===== src/sv/wpmc_pkg.sv =====
// wpmc_pkg: types and constants shared by the weighted pulse meter counter
// covers register index codes, configuration bundle and result item layout
// depends on nothing
`timescale 1ns / 1ps

package wpmc_pkg;

    localparam logic [31:0] UPGRADED_LIMIT  = 32'd12800;
    localparam logic [31:0] TIME_WRAP_POINT = 32'd4294967200;

    // result buffer depth, also the cap on items in the input stage and queue together
    localparam int unsigned OUT_DEPTH = 3;

    typedef enum logic [2:0] {
        CFG_WEIGHT_A    = 3'd0,
        CFG_WEIGHT_B    = 3'd1,
        CFG_WEIGHT_C    = 3'd2,
        CFG_INIT_LIMIT  = 3'd3,
        CFG_UPGRADE_T   = 3'd4,
        CFG_BLINK_STEP  = 3'd5,
        CFG_LED_ON      = 3'd6
    } cfg_index_t;

    typedef struct packed {
        logic [15:0] weight_phase_a;
        logic [15:0] weight_phase_b;
        logic [15:0] weight_phase_c;
        logic [31:0] initial_limit;
        logic [31:0] upgrade_time;
        logic [7:0]  blinks_per_step;
        logic [31:0] led_on_ticks;
    } wpmc_cfg_t;

    typedef struct packed {
        logic        led_lit;
        logic        coil_phase;
        logic        coil_stepped;
        logic [31:0] pulse_total;
    } wpmc_result_t;

endpackage


===== src/sv/wpmc_core.sv =====
// wpmc_core: meter state and the single-pass update for one registered item
// depends on wpmc_pkg
`timescale 1ns / 1ps

module wpmc_core
(
    input  logic                    clk,
    input  logic                    rst_n,
    input  wpmc_pkg::wpmc_cfg_t     cfg,
    input  logic                    item_vld,
    input  logic                    item_kind,
    input  logic [2:0]              item_lines,
    output wpmc_pkg::wpmc_result_t  result
);

    logic [31:0] tick_time_reg,      tick_time_next;
    logic [31:0] accumulator_reg,    accumulator_next;
    logic [2:0]  last_active_reg,    last_active_next;
    logic        led_state_reg,      led_state_next;
    logic [31:0] led_start_time_reg, led_start_time_next;
    logic [7:0]  blink_count_reg,    blink_count_next;
    logic        coil_state_reg,     coil_state_next;
    logic        upgraded_reg,       upgraded_next;

    logic [2:0]  active;
    logic [2:0]  fresh;
    logic [17:0] weight_sum;
    logic [32:0] acc_sum;
    logic [31:0] acc_sat;
    logic [31:0] limit;
    logic        blink;
    logic        stepped;
    logic [31:0] time_inc;
    logic [7:0]  blink_inc;
    logic        led_mid;

    always_comb
    begin
        active     = ~item_lines;
        fresh      = active & ~last_active_reg;
        // saturation is monotonic, so one add of the summed weights matches
        // three saturating adds in turn
        weight_sum = (fresh[2] ? {2'b00, cfg.weight_phase_a} : 18'd0)
                   + (fresh[1] ? {2'b00, cfg.weight_phase_b} : 18'd0)
                   + (fresh[0] ? {2'b00, cfg.weight_phase_c} : 18'd0);
        acc_sum    = {1'b0, accumulator_reg} + {15'd0, weight_sum};
        acc_sat    = acc_sum[32] ? 32'hFFFF_FFFF : acc_sum[31:0];
        limit      = upgraded_reg ? wpmc_pkg::UPGRADED_LIMIT : cfg.initial_limit;

        blink      = !item_kind && (acc_sat >= limit);
        time_inc   = item_kind ? tick_time_reg + 32'd1 : tick_time_reg;
        blink_inc  = blink_count_reg + 8'd1;

        accumulator_next    = accumulator_reg;
        last_active_next    = last_active_reg;
        led_start_time_next = led_start_time_reg;
        blink_count_next    = blink_count_reg;
        coil_state_next     = coil_state_reg;
        stepped             = 1'b0;

        if (!item_kind)
        begin
            accumulator_next = blink ? 32'd0 : acc_sat;
            last_active_next = active;
        end

        if (blink)
        begin
            led_start_time_next = time_inc;
            blink_count_next    = blink_inc;
            if (blink_inc == cfg.blinks_per_step)
            begin
                coil_state_next  = ~coil_state_reg;
                stepped          = 1'b1;
                blink_count_next = 8'd0;
            end
        end

        led_mid        = led_state_reg | blink;
        led_state_next = led_mid
                       && ((time_inc - led_start_time_next) < cfg.led_on_ticks);

        tick_time_next = (time_inc > wpmc_pkg::TIME_WRAP_POINT) ? 32'd0 : time_inc;
        upgraded_next  = upgraded_reg || (tick_time_next > cfg.upgrade_time);

        result.led_lit      = led_state_next;
        result.coil_phase   = coil_state_next;
        result.coil_stepped = stepped;
        result.pulse_total  = accumulator_next;
    end

    always_ff @(posedge clk or negedge rst_n)
    begin
        if (!rst_n)
        begin
            tick_time_reg      <= 32'd0;
            accumulator_reg    <= 32'd0;
            last_active_reg    <= 3'd0;
            led_state_reg      <= 1'b0;
            led_start_time_reg <= 32'd0;
            blink_count_reg    <= 8'd0;
            coil_state_reg     <= 1'b0;
            upgraded_reg       <= 1'b0;
        end
        else if (item_vld)
        begin
            tick_time_reg      <= tick_time_next;
            accumulator_reg    <= accumulator_next;
            last_active_reg    <= last_active_next;
            led_state_reg      <= led_state_next;
            led_start_time_reg <= led_start_time_next;
            blink_count_reg    <= blink_count_next;
            coil_state_reg     <= coil_state_next;
            upgraded_reg       <= upgraded_next;
        end
    end

endmodule


===== src/sv/wpmc_out_buf.sv =====
// wpmc_out_buf: small result queue that decouples output stall from input
// depends on wpmc_pkg
`timescale 1ns / 1ps

module wpmc_out_buf
(
    input  logic                    clk,
    input  logic                    rst_n,
    input  logic                    push,
    input  wpmc_pkg::wpmc_result_t  push_data,
    input  logic                    pop,
    output logic                    not_empty,
    output logic [1:0]              count,
    output wpmc_pkg::wpmc_result_t  head
);

    localparam int unsigned PTR_W = $clog2(wpmc_pkg::OUT_DEPTH);
    localparam logic [PTR_W-1:0] LAST = PTR_W'(wpmc_pkg::OUT_DEPTH - 1);

    wpmc_pkg::wpmc_result_t mem [wpmc_pkg::OUT_DEPTH];

    logic [PTR_W-1:0] wr_ptr_reg, wr_ptr_next;
    logic [PTR_W-1:0] rd_ptr_reg, rd_ptr_next;
    logic [1:0]       count_reg,  count_next;

    always_comb
    begin
        wr_ptr_next = wr_ptr_reg;
        rd_ptr_next = rd_ptr_reg;
        count_next  = count_reg;
        if (push)
            wr_ptr_next = (wr_ptr_reg == LAST) ? '0 : wr_ptr_reg + 1'b1;
        if (pop)
            rd_ptr_next = (rd_ptr_reg == LAST) ? '0 : rd_ptr_reg + 1'b1;
        case ({push, pop})
            2'b10:   count_next = count_reg + 2'd1;
            2'b01:   count_next = count_reg - 2'd1;
            default: count_next = count_reg;
        endcase
    end

    always_ff @(posedge clk or negedge rst_n)
    begin
        if (!rst_n)
        begin
            wr_ptr_reg <= '0;
            rd_ptr_reg <= '0;
            count_reg  <= 2'd0;
        end
        else
        begin
            wr_ptr_reg <= wr_ptr_next;
            rd_ptr_reg <= rd_ptr_next;
            count_reg  <= count_next;
        end
    end

    always_ff @(posedge clk)
    begin
        if (push)
            mem[wr_ptr_reg] <= push_data;
    end

    assign head      = mem[rd_ptr_reg];
    assign not_empty = (count_reg != 2'd0);
    assign count     = count_reg;

endmodule


===== src/sv/weighted_pulse_meter_counter_top.sv =====
// weighted_pulse_meter_counter_top: energy-meter pulse counter top level
// holds configuration registers, input stage and result queue
// depends on wpmc_pkg, wpmc_core, wpmc_out_buf
`timescale 1ns / 1ps

// channel   | handshake              | payload
// ----------+------------------------+--------------------------------------------
// input     | in_valid / in_stall    | kind, phase_lines
// result    | out_valid / out_stall  | led_lit, coil_phase, coil_stepped, pulse_total
// config    | cfg_valid / cfg_ready  | cfg_index, cfg_data
//
// one item per cycle sustained while out_stall is low; each item is registered
// in the input stage, where the meter state updates in a single pass, then its
// result waits in a three-entry result queue
// in_stall is driven from registers only: it is high while the input stage plus
// the queue hold three results, so output stall never reaches the input
// combinationally
// reset (rst_n, asynchronous, active low) restores the configuration, valid and
// pointer registers and the meter state, not payload data; cfg_ready is always high

module weighted_pulse_meter_counter_top
(
    input  logic        clk,
    input  logic        rst_n,

    input  logic        in_valid,
    output logic        in_stall,
    input  logic        kind,
    input  logic [2:0]  phase_lines,

    output logic        out_valid,
    input  logic        out_stall,
    output logic        led_lit,
    output logic        coil_phase,
    output logic        coil_stepped,
    output logic [31:0] pulse_total,

    input  logic        cfg_valid,
    output logic        cfg_ready,
    input  logic [2:0]  cfg_index,
    input  logic [31:0] cfg_data
);

    wpmc_pkg::wpmc_cfg_t    cfg_reg;
    wpmc_pkg::wpmc_result_t core_result;
    wpmc_pkg::wpmc_result_t head;

    logic       in_vld_reg;
    logic       kind_reg;
    logic [2:0] lines_reg;
    logic       in_xfer;
    logic       out_xfer;
    logic       buf_not_empty;
    logic [1:0] buf_count;
    logic [2:0] in_flight;

    // configuration writes are taken in any cycle
    assign cfg_ready = 1'b1;

    always_ff @(posedge clk or negedge rst_n)
    begin
        if (!rst_n)
        begin
            cfg_reg.weight_phase_a  <= 16'd1;
            cfg_reg.weight_phase_b  <= 16'd1;
            cfg_reg.weight_phase_c  <= 16'd1;
            cfg_reg.initial_limit   <= 32'd12800;
            cfg_reg.upgrade_time    <= 32'hFFFF_FFFF;
            cfg_reg.blinks_per_step <= 8'd10;
            cfg_reg.led_on_ticks    <= 32'd100;
        end
        else if (cfg_valid && cfg_ready)
        begin
            // an index past the last register leaves everything alone
            unique case (cfg_index)
                wpmc_pkg::CFG_WEIGHT_A:   cfg_reg.weight_phase_a  <= cfg_data[15:0];
                wpmc_pkg::CFG_WEIGHT_B:   cfg_reg.weight_phase_b  <= cfg_data[15:0];
                wpmc_pkg::CFG_WEIGHT_C:   cfg_reg.weight_phase_c  <= cfg_data[15:0];
                wpmc_pkg::CFG_INIT_LIMIT: cfg_reg.initial_limit   <= cfg_data;
                wpmc_pkg::CFG_UPGRADE_T:  cfg_reg.upgrade_time    <= cfg_data;
                wpmc_pkg::CFG_BLINK_STEP: cfg_reg.blinks_per_step <= cfg_data[7:0];
                wpmc_pkg::CFG_LED_ON:     cfg_reg.led_on_ticks    <= cfg_data;
                default:                  ;
            endcase
        end
    end

    // credit check: input stage plus queue never exceed the queue depth
    assign in_flight = {1'b0, buf_count} + {2'b00, in_vld_reg};
    assign in_stall  = (in_flight >= 3'(wpmc_pkg::OUT_DEPTH));
    assign in_xfer   = in_valid && !in_stall;

    // input stage
    always_ff @(posedge clk or negedge rst_n)
    begin
        if (!rst_n)
            in_vld_reg <= 1'b0;
        else
            in_vld_reg <= in_xfer;
    end

    always_ff @(posedge clk)
    begin
        if (in_xfer)
        begin
            kind_reg  <= kind;
            lines_reg <= phase_lines;
        end
    end

    // meter state update, one item per cycle while the input stage holds one
    wpmc_core u_core
    (
        .clk        (clk),
        .rst_n      (rst_n),
        .cfg        (cfg_reg),
        .item_vld   (in_vld_reg),
        .item_kind  (kind_reg),
        .item_lines (lines_reg),
        .result     (core_result)
    );

    // result queue; space is guaranteed by the credit check above
    assign out_xfer = out_valid && !out_stall;

    wpmc_out_buf u_out_buf
    (
        .clk        (clk),
        .rst_n      (rst_n),
        .push       (in_vld_reg),
        .push_data  (core_result),
        .pop        (out_xfer),
        .not_empty  (buf_not_empty),
        .count      (buf_count),
        .head       (head)
    );

    assign out_valid    = buf_not_empty;
    assign led_lit      = head.led_lit;
    assign coil_phase   = head.coil_phase;
    assign coil_stepped = head.coil_stepped;
    assign pulse_total  = head.pulse_total;

endmodule


===== config.mk =====
export PLATFORM = sky130hd
export DESIGN_NAME = weighted_pulse_meter_counter_top
export DESIGN_NICKNAME = d
export VERILOG_FILES = /design/src/sv/wpmc_pkg.sv /design/src/sv/wpmc_core.sv /design/src/sv/wpmc_out_buf.sv /design/src/sv/weighted_pulse_meter_counter_top.sv
export SDC_FILE = /design/constraint.sdc
export NUM_CORES = 1
export LEC_CHECK = 0
export BUFFER_PORTS_ARGS = -buffer_cell sky130_fd_sc_hd__buf_2
export CAP_MARGIN = 20
export CORE_ASPECT_RATIO = 0.7
export CORE_MARGIN = 4
export CORE_UTILIZATION = 45
export CTS_CLUSTER_SIZE = 10
export DETAILED_ROUTE_END_ITERATION = 7
export SYNTH_ARGS = -nofsm -noshare
export SYNTH_HDL_FRONTEND = slang
export SYNTH_SLANG_ARGS = --single-unit

===== constraint.sdc =====
create_clock -name clk -period 15.5 [get_ports clk]
set_input_delay 0.775 -clock clk [delete_from_list [all_inputs] [get_ports clk]]
set_output_delay 0.775 -clock clk [all_outputs]
set_load 0.01 [all_outputs]

==> run metrics, run 1 <==
post-synthesis register bit count 378; CP Data Required Time 15.90 ns; endpoints failing setup 0; Critical Path AT 14.04 ns; vias post-DR 17300; combinational power share 53.0%; critical path class reg2reg; Post-Route WL 60500 um; Seq/Total Area, Yosys 43.8%; post-cts gate resize count 0; Post-synth ARST share 71.2%; root buf cell clkbuf_16; first-pass GRT wire length 96400 um; Post-synth EDFFs 109; Setup WS post-layout 1.86 ns; Netlist Area Pre-Place 22900 sq um; TritonRoute pass-1 iters 7; slew of the pin with the lowest slew margin 1.14 ns; dpl ws 2.04 ns; met3 wire length 3810 um; Setup TNS Final 0 ns; Reg area 10100 sq um; most frequent CP cell a21o_1; count of port buffers added during placement 80; vias in the first global route 16700; clock slew seen by the registers of the worst setup and hold paths 0.06 ns; Die H 197 um; synth warn 0; DIE AREA 54700 sq um; nature of the critical path endpoint register; Cell Pwr Density 203 nW/um^2; Wirelength per Cell 19.7 um; Clk pwr share 18.4%; share of cells above drive strength 1 15.9%; Mapped Avg Cell Area 9.90 sq um; highest metal layer with signal wires met4; Slew Viols, Final 0; core footprint 49900 sq um; status finished, final reports clean; # DRC 0; sequential share of power 28.5%; CTS Sinks 378; crit-path max cell delay 0.76 ns; starting DRC count in detailed routing 1486; Die Wd 278 um; Worst Setup Start Kind register; max frequency 73.3 MHz; fin crit share 88.0%; Pleak 0.0116 uW; final instance area 25400 sq um; CTS tree yes; pin count of the biggest net entering global routing 91; dpl cells 2993; Hold Path Class in2async; CTS H-tree lvls 2; Clock Tree Buf Depth 3; max cap viols 0; Placed Area 24100 sq um; Switching Share 42.0%; Cell Count, Final, Fillers Out 3075; Net Sw Power 2170 uW; cell count after synthesis 2317; antenna cells 0; syn nets 2547; Int Power 3000 uW; clock skew 0.0170 ns; area of the multi-input gates 12000 sq um; Hold Vio Cnt, Final 0; dpl hpwl 44400 um; post-synth cell types 73; total CTS buffers 44; Clk Latency, worst-skew pair 0.57 ns; hold buffer count at cts 0; Largest register FFs 152; initial antenna violation count 1; VDD IR max 0.120 mV; postcts setup bufs 0; initial core utilization 46.0%; Layout area overhead 10.6%; fill cell count 4522; Vias/cell 5.62; DRT met1 WL 31700 um; top_reg_cell synth dfrtp_1; unrepaired setup endpoints after global routing no; min Tclk post-route 13.64 ns; GPL Wtd Cong 0.908; overall global routing resource usage 22.0%; antenna-violating nets left 0; Slew headroom 23.7%; Ports 82; slowest CP cell nor2_1; met2 wire len 24000 um; # rows 68; global route total overflow 0; CP Max Fanout 38; Total Nets Final 2606
[Yosys cell counts (all sizes together) (6+ instances only)]
master	n	area, sq um
xnor2	68	596
o21bai	6	45.0
edfxtp	109	3270
and4	8	70.1
and2	15	93.8
or2	8	50.1
nor2b	22	138
nor3	33	170
a211o	6	52.6
xor2	40	350
a21o	54	405
dfstp	43	1130
nor2	113	424
o21a	23	173
mux2	148	1670
clkbuf	76	285
nor3b	10	75.1
a211oi	11	82.6
dfrtp	226	5660
nor4	15	136
nand3	31	155
o2bb2ai	6	52.6
nand2b	52	325
o21ai	211	1060
mux2i	48	480
inv	145	544
nand4b	7	61.3
nand2	329	1230
nand4	42	269
fa	19	380
and3	22	138
buf	18	86.3
a21oi	93	465
a31oi	15	93.8
or3	8	50.1
o31ai	6	45.0
ha	167	2090
a22o	6	52.6
[layout by cell type, fill, tap and decap left out, drive strengths merged, types with 7 or more instances in the layout]
cell	synthesis	layout
xnor2	68	68
inv	145	147
and2	15	15
nand4b	7	7
edfxtp	109	109
and3	22	22
xor2	40	40
nand3	31	31
and4	8	8
nor4	15	15
nand2	329	329
dfstp	43	43
dfrtp	226	226
o21ai	211	211
nand4	42	42
mux2i	48	48
nor2	113	113
a21o	54	54
mux2	148	148
ha	167	167
fa	19	19
a21oi	93	93
nor3	33	33
nand2b	52	52
nor3b	10	10
a31oi	15	15
o21a	23	23
nor2b	22	22
a211oi	11	11
buf	18	107
or3	8	8
or2	8	8
clkbuf	76	75
[per-stage QoR]
stage	utilization (%)	hold WS, ns	total power, uW
global placement	48.2	0.457	4120
finish	50.9	0.259	5160
global route	50.9	0.300	5590
detailed placement	48.3	0.465	4200
floorplan	-	0.442	3400
CTS	50.9	0.266	5180
[routing by layer]
| layer | up-vias | global-route usage [%] |
|---|---|---|
| met3 | 79 | 4.06 |
| met2 | 495 | 30.5 |
| met4 | 0 | 4.24 |
| li1 | 8302 | - |
| met1 | 8420 | 35.8 |
| met5 | - | 0 |
[power by group through the flow]
| stage | Clock [uW] | Combinational (uW) | Sequential, uW |
|---|---|---|---|
| finish | 952 | 2740 | 1470 |
| global route | 1020 | 3070 | 1500 |
| CTS | 975 | 2710 | 1490 |
| detailed placement | 0 | 2690 | 1510 |
| global placement | 0 | 2620 | 1500 |
| floorplan | 0 | 1960 | 1430 |
[final cells by class]
class | count | share of cell area (%)
multi-input cells | 1699 | 47.4
flip-flops and latches | 378 | 39.6
clock buffers | 75 | 4.84
well taps | 665 | 3.28
repair buffers | 107 | 2.51
inverters | 146 | 2.16
clock inverters | 5 | 0.227
[cells by family (layout without fill, tap and decap cells)]
kind of cell / count (synthesis) / in the layout / synth area share, %
XOR/XNOR: 108 / 108 / 4.12
other: 1 / 1 / 0.0163
AO/OA/AOI/OAI: 482 / 482 / 12.7
buffers and inverters: 240 / 333 / 4.01
flip-flops: 378 / 378 / 43.8
adder cells (fa/ha/maj): 186 / 186 / 10.8
multiplexers: 196 / 196 / 9.36
AND/OR/NAND/NOR: 726 / 726 / 15.2
[worst max-delay path: cells and delay by family (launching register included)]
family	cells	cell delay, ns
AO/OA/AOI/OAI	25	5.96
AND/OR/NAND/NOR	15	3.95
adder cells (fa/ha/maj)	6	2.00
buffers and inverters	2	0.58
flip-flops	1	0.38
XOR/XNOR	2	0.34
multiplexers	1	0.26
[worst paths after layout]
kind | endpoint | depth (start not counted) | start | slack, ns
max in group asynchronous | u_out_buf.rd_ptr_reg[0]$_DFFE_PN0P_ | 3 | rst_n | 13.05
max | u_out_buf.mem[2][34]$_DFFE_PP_ | 51 | lines_reg[1]$_DFFE_PP_ | 1.86
min reg2reg | u_core.led_start_time_reg[29]$_DFFE_PN0P_ | 2 | u_core.led_start_time_reg[29]$_DFFE_PN0P_ | 0.47
min in group clk | lines_reg[0]$_DFFE_PP_ | 1 | phase_lines[0] | 0.39
min | cfg_reg[10]$_DFFE_PN0P_ | 1 | rst_n | 0.26
max reg2reg | u_out_buf.mem[2][34]$_DFFE_PP_ | 51 | lines_reg[1]$_DFFE_PP_ | 1.86
(Power assumes the default switching activity.)
==> inputs of run 2 (changes only) <==
--- a/config.mk
+++ b/config.mk
@@ -7,11 +7,15 @@
 export LEC_CHECK = 0
 export BUFFER_PORTS_ARGS = -buffer_cell sky130_fd_sc_hd__buf_2
 export CAP_MARGIN = 20
+export CELL_PAD_IN_SITES_DETAIL_PLACEMENT = 0
+export CELL_PAD_IN_SITES_GLOBAL_PLACEMENT = 1
 export CORE_ASPECT_RATIO = 0.7
 export CORE_MARGIN = 4
 export CORE_UTILIZATION = 45
 export CTS_CLUSTER_SIZE = 10
 export DETAILED_ROUTE_END_ITERATION = 7
+export PLACE_DENSITY_LB_ADDON = 0.1
+export RECOVER_POWER = 100
 export SYNTH_ARGS = -nofsm -noshare
 export SYNTH_HDL_FRONTEND = slang
 export SYNTH_SLANG_ARGS = --single-unit
==> run metrics, run 2 (same netlist as run 1, synthesis figures left out) <==
Worst Setup Start Kind register; # rows 68 (unchanged); Largest register FFs 152 (unchanged); # DRC 0 (unchanged); slowest CP cell nor2_1; status finished, violations left; endpoints failing setup 0 (unchanged); Clk Latency, worst-skew pair 0.57 ns (about the same); worst reg-to-reg path cell count 50 (-2.0%); CP Max Fanout 22 (-42%); postcts setup bufs 0 (unchanged); Clock Tree Buf Depth 3 (unchanged); Vias/cell 5.58 (-0.78%); Ports 82 (unchanged); crit-path max cell delay 0.77 ns (about the same); CTS H-tree lvls 2 (unchanged); dpl hpwl 45100 um (+1.5%); count of port buffers added during placement 80 (unchanged); clock skew 0.0239 ns (+0.00697 ns); clock slew seen by the registers of the worst setup and hold paths 0.06 ns (about the same); hold path depth 1; unrepaired setup endpoints after global routing no; max frequency 74.0 MHz (+0.94%); vias post-DR 17200 (-0.71%); total CTS buffers 45 (+2.3%); vias in the first global route 16600 (-0.80%); fin crit share 87.2% (-0.81 points); post-cts gate resize count 0 (unchanged); CP Data Required Time 15.90 ns (about the same); Total Nets Final 2606 (unchanged); overall global routing resource usage 22.2% (+0.19 points); min Tclk post-route 13.51 ns (-0.126 ns); pin count of the biggest net entering global routing 163 (+79%); Critical Path AT 13.91 ns (-0.13 ns); CTS Sinks 378 (unchanged); VDD IR max 0.106 mV (-11%); root buf cell clkbuf_16; Hold Vio Cnt, Final 0 (unchanged); worst reg-to-reg setup slack 1.99 ns (+0.13 ns); most common cell after layout, fill and taps aside nand2_1; Final Util 50.6% (-0.31 points); hold buffer count at cts 0 (unchanged); starting DRC count in detailed routing 1375 (-7.5%); global route total overflow 0 (unchanged); share of cells above drive strength 1 13.1% (-2.8 points); Hold Path Class in2reg; core footprint 49900 sq um (unchanged); antenna cells 0 (unchanged); CTS tree yes; most frequent CP cell a21o_1; commonest non-fill, non-tap cells in the layout nand2_1 (329), dfrtp_1 (226), o21ai_0 (211), ha_1 (167), mux2_2 (147); failing checks capacitance limit, slew limit; Cell Pwr Density 205 nW/um^2 (+1.0%); nature of the critical path endpoint register; critical path class reg2reg; Hold Slack 0.398 ns (+0.139 ns); Post-Route WL 61000 um (+0.80%); first-pass GRT wire length 96600 um (+0.19%); Pleak 0.0114 uW (-1.8%); Wirelength per Cell 19.8 um (+0.73%); max cap viols 15 (+15); Layout area overhead 9.96%; GPL Wtd Cong 0.876 (-3.5%); Die H 197 um (unchanged); DIE AREA 54700 sq um (unchanged); TritonRoute pass-1 iters 6 (-1); Slew headroom -310% (-330 points); initial core utilization 46.0% (unchanged); initial antenna violation count 1 (unchanged); Die Wd 278 um (unchanged); antenna-violating nets left 0 (unchanged); Slew Viols, Final 687 (+687); Setup TNS Final 0 ns (unchanged); slew of the pin with the lowest slew margin 6.15 ns (+5.00 ns)
run 2: path summary, 6_finish.rpt:
kind,start,end
setup / recovery,u_core.last_active_reg[1]$_DFFE_PN0P_,u_out_buf.mem[0][34]$_DFFE_PP_
hold / removal,kind,kind_reg$_DFFE_PP_
setup reg to reg,u_core.last_active_reg[1]$_DFFE_PN0P_,u_out_buf.mem[0][34]$_DFFE_PP_
hold reg to reg,u_core.led_start_time_reg[29]$_DFFE_PN0P_,u_core.led_start_time_reg[29]$_DFFE_PN0P_
max in group asynchronous,rst_n,u_core.accumulator_reg[17]$_DFFE_PN0P_
min in group asynchronous,rst_n,cfg_reg[137]$_DFFE_PN0P_
run 2: where the power goes:
group	switching, uW	internal (uW)
Clock	423	550
Sequential	132	1350
Combinational	1640	1090
run 2: final cells by class:
cell class | count | area (sq um)
Fill cell | 4603 | 24600
Clock buffer | 77 | 1250
Inverter | 146 | 548
Clock inverter | 6 | 88.8
Multi-Input combinational cell | 1699 | 12000
Sequential cell | 378 | 10100
Timing Repair Buffer | 106 | 494
Tap cell | 665 | 832
run 2: metrics by stage:
| stage | worst slack, ns | power [uW] | instances | cell area, sq um |
|---|---|---|---|---|
| 2_1_floorplan | 3.63 | 3400 | 2317 | 22900 |
| 3_3_place_gp | 2.25 | 4180 | 2989 | 24000 |
| 3_5_place_dp | 1.99 | 4220 | 2991 | 24100 |
| 4_1_cts | 1.94 | 5230 | 3074 | 25400 |
| 5_1_grt | 0.931 | 5640 | 3077 | 25200 |
| 6_report | 1.99 | 5180 | 3077 | 25200 |
run 2: critical path: cells and delay by family (launching register included):
| kind | cells | cell delay (ns) |
|---|---|---|
| compound gates | 26 | 6.20 |
| xor+xnor | 2 | 0.28 |
| fa+ha+maj | 6 | 2.17 |
| simple gates | 15 | 4.23 |
| flops | 1 | 0.38 |
| buf+inv | 1 | 0.06 |
run 2: routing by layer:
metal,global-route usage (%),up-vias,part of all wire (%)
met5,0,-,0
met4,4.03,0,1.6
met3,3.71,71,6.1
met2,30.2,441,39
met1,36.9,8364,54
li1,-,8297,-
==> inputs of run 3 (changes only) <==
==> constraint.sdc (replaced) <==
create_clock -name clk -period 13.1 [get_ports clk]
set_input_delay 0.655 -clock clk [delete_from_list [all_inputs] [get_ports clk]]
set_output_delay 0.655 -clock clk [all_outputs]
set_load 0.01 [all_outputs]
==> run metrics, run 3 (same netlist as run 1, synthesis figures left out) <==
area of the multi-input gates 12000 sq um (+0.29%); Reg area 10100 sq um (about the same); CP Data Required Time 13.48 ns (-2.42 ns); # DRC 0 (unchanged); TritonRoute pass-1 iters 7 (+1); crit-path max cell delay 0.67 ns (-0.10 ns); Die H 197 um (unchanged); Hold Path Class in2reg; worst reg-to-reg setup slack 0.99 ns (-1.00 ns); min Tclk post-route 12.11 ns (-1.40 ns); fill cell count 4603 (unchanged); hold path depth 1 (unchanged); final instance area 25300 sq um (+0.40%); GPL Wtd Cong 0.887 (+1.3%); endpoints failing setup 0 (unchanged); Vias/cell 5.55 (-0.57%); first-pass GRT wire length 97400 um (+0.87%); max frequency 82.5 MHz (+12%); Clk Latency, worst-skew pair 0.57 ns (about the same); root buf cell clkbuf_16; Largest register FFs 152 (unchanged); dpl hpwl 45400 um (+0.73%); Setup TNS Final 0 ns (unchanged); status finished, violations left; Pleak 0.0114 uW (+0.50%); antenna cells 0 (unchanged); Hold Vio Cnt, Final 0 (unchanged); clock skew 0.0294 ns (+0.00549 ns); Ports 82 (unchanged); dpl cells 2996 (+0.17%); CTS Sinks 378 (unchanged); count of port buffers added during placement 80 (unchanged); core footprint 49900 sq um (unchanged); Clock Tree Buf Depth 3 (unchanged); global route total overflow 0 (unchanged); Critical Path AT 12.50 ns (-1.41 ns); Slew Viols, Final 825 (+20%); slew of the pin with the lowest slew margin 5.22 ns (-0.924 ns); failing checks capacitance limit, slew limit; Total Nets Final 2610 (+0.15%); initial antenna violation count 2 (+1); Die Wd 278 um (unchanged); Cell Count, Final, Fillers Out 3081 (+0.13%); CP Max Fanout 21 (-4.5%); share of cells above drive strength 1 13.4% (+0.35 points); Wirelength per Cell 20.0 um (+1.2%); DIE AREA 54700 sq um (unchanged); pin count of the biggest net entering global routing 95 (-42%); starting DRC count in detailed routing 1305 (-5.1%); critical path class reg2reg; vias post-DR 17100 (-0.44%); Layout area overhead 10.4%; overall global routing resource usage 22.5% (+0.23 points); slowest CP cell or4b_2; hold buffer count at cts 0 (unchanged); Post-Route WL 61800 um (+1.3%); max cap viols 17 (+2); CTS tree yes; clock slew seen by the registers of the worst setup and hold paths 0.06 ns (about the same); unrepaired setup endpoints after global routing no; Worst Setup Start Kind register; initial core utilization 46.0% (unchanged); most common cell after layout, fill and taps aside nand2_1; CTS H-tree lvls 2 (unchanged); worst reg-to-reg path cell count 53 (+6.0%); fin crit share 92.5% (+5.3 points); commonest non-fill, non-tap cells in the layout nand2_1 (329), dfrtp_1 (224), o21ai_0 (209), ha_1 (167), mux2_2 (148); Slew headroom -248% (+62 points); VDD IR max 0.144 mV (+36%); antenna-violating nets left 0 (unchanged); Cell Pwr Density 244 nW/um^2 (+19%); vias in the first global route 16700 (+0.96%); total CTS buffers 45 (unchanged); # rows 68 (unchanged); nature of the critical path endpoint register; most frequent CP cell a21o_1; Placed Area 24100 sq um (+0.16%)
-- run 3: changes by cell type in the layout (fill, tap and decap cells not counted), moves of 2 or more --
cell / before / now
buf_4: 5 / 8
buf_2: 42 / 40
clkbuf_1: 88 / 90
clkbuf_8: 0 / 2
clkinvlp_4: 3 / 1
dfrtp_1: 226 / 224
dfrtp_2: 0 / 2
o21ai_0: 211 / 209
o41ai_1: 2 / 0
-- run 3: cell type report --
class	instances	area share, %
Timing Repair Buffer	110	2.04
Clock buffer	77	5.00
Clock inverter	6	0.430
Multi-Input combinational cell	1699	47.4
Tap cell	665	3.28
Sequential cell	378	39.7
Inverter	146	2.16
-- run 3: final timing paths --
path | from | to
max | lines_reg[0]$_DFFE_PP_ | u_out_buf.mem[1][34]$_DFFE_PP_
min | kind | kind_reg$_DFFE_PP_
max reg2reg | lines_reg[0]$_DFFE_PP_ | u_out_buf.mem[1][34]$_DFFE_PP_
min reg2reg | u_core.led_start_time_reg[23]$_DFFE_PN0P_ | u_core.led_start_time_reg[23]$_DFFE_PN0P_
max in group asynchronous | rst_n | u_out_buf.rd_ptr_reg[0]$_DFFE_PN0P_
min in group asynchronous | rst_n | cfg_reg[137]$_DFFE_PN0P_
-- run 3: worst max-delay path, delay by kind of cell, from the launching register on --
kind	cells	cell delay [ns]
fa+ha+maj	6	2.07
compound gates	26	5.51
buf+inv	3	0.52
simple gates	16	3.09
xor+xnor	2	0.31
flops	1	0.39
-- run 3: layer usage --
layer	routed length, um	vias up	GRT usage [%]
met4	895	0	4.00
met2	24000	392	30.6
met3	3350	50	3.52
li1	-	8311	-
met1	33500	8345	37.4
met5	0	-	0
-- run 3: what timing repair did --
item | 4_1_cts | 5_1_grt
setup endpoints to repair | 0 | 4
gates resized for setup | 0 | 8
buffers inserted | 0 | 0
-- run 3: through the flow --
step / power (uW) / hold slack, ns / util [%] / setup WS [ns]
5_1_grt: 6730 / 0.259 / 50.8 / 0.0381
6_report: 6180 / 0.272 / 50.8 / 0.985
3_3_place_gp: 4950 / 0.458 / 48.3 / 0.648
4_1_cts: 6230 / 0.137 / 51.1 / 0.315
2_1_floorplan: 4020 / 0.359 / - / 1.23
3_5_place_dp: 5000 / 0.465 / 48.3 / 0.433
-- run 3: power by group --
| group | total (uW) | leakage (uW) | internal [uW] | switching [uW] |
|---|---|---|---|---|
| Combinational | 3250 | 0.00642 | 1310 | 1950 |
| Sequential | 1750 | 0.00435 | 1590 | 159 |
| Clock | 1180 | 0.000651 | 681 | 497 |
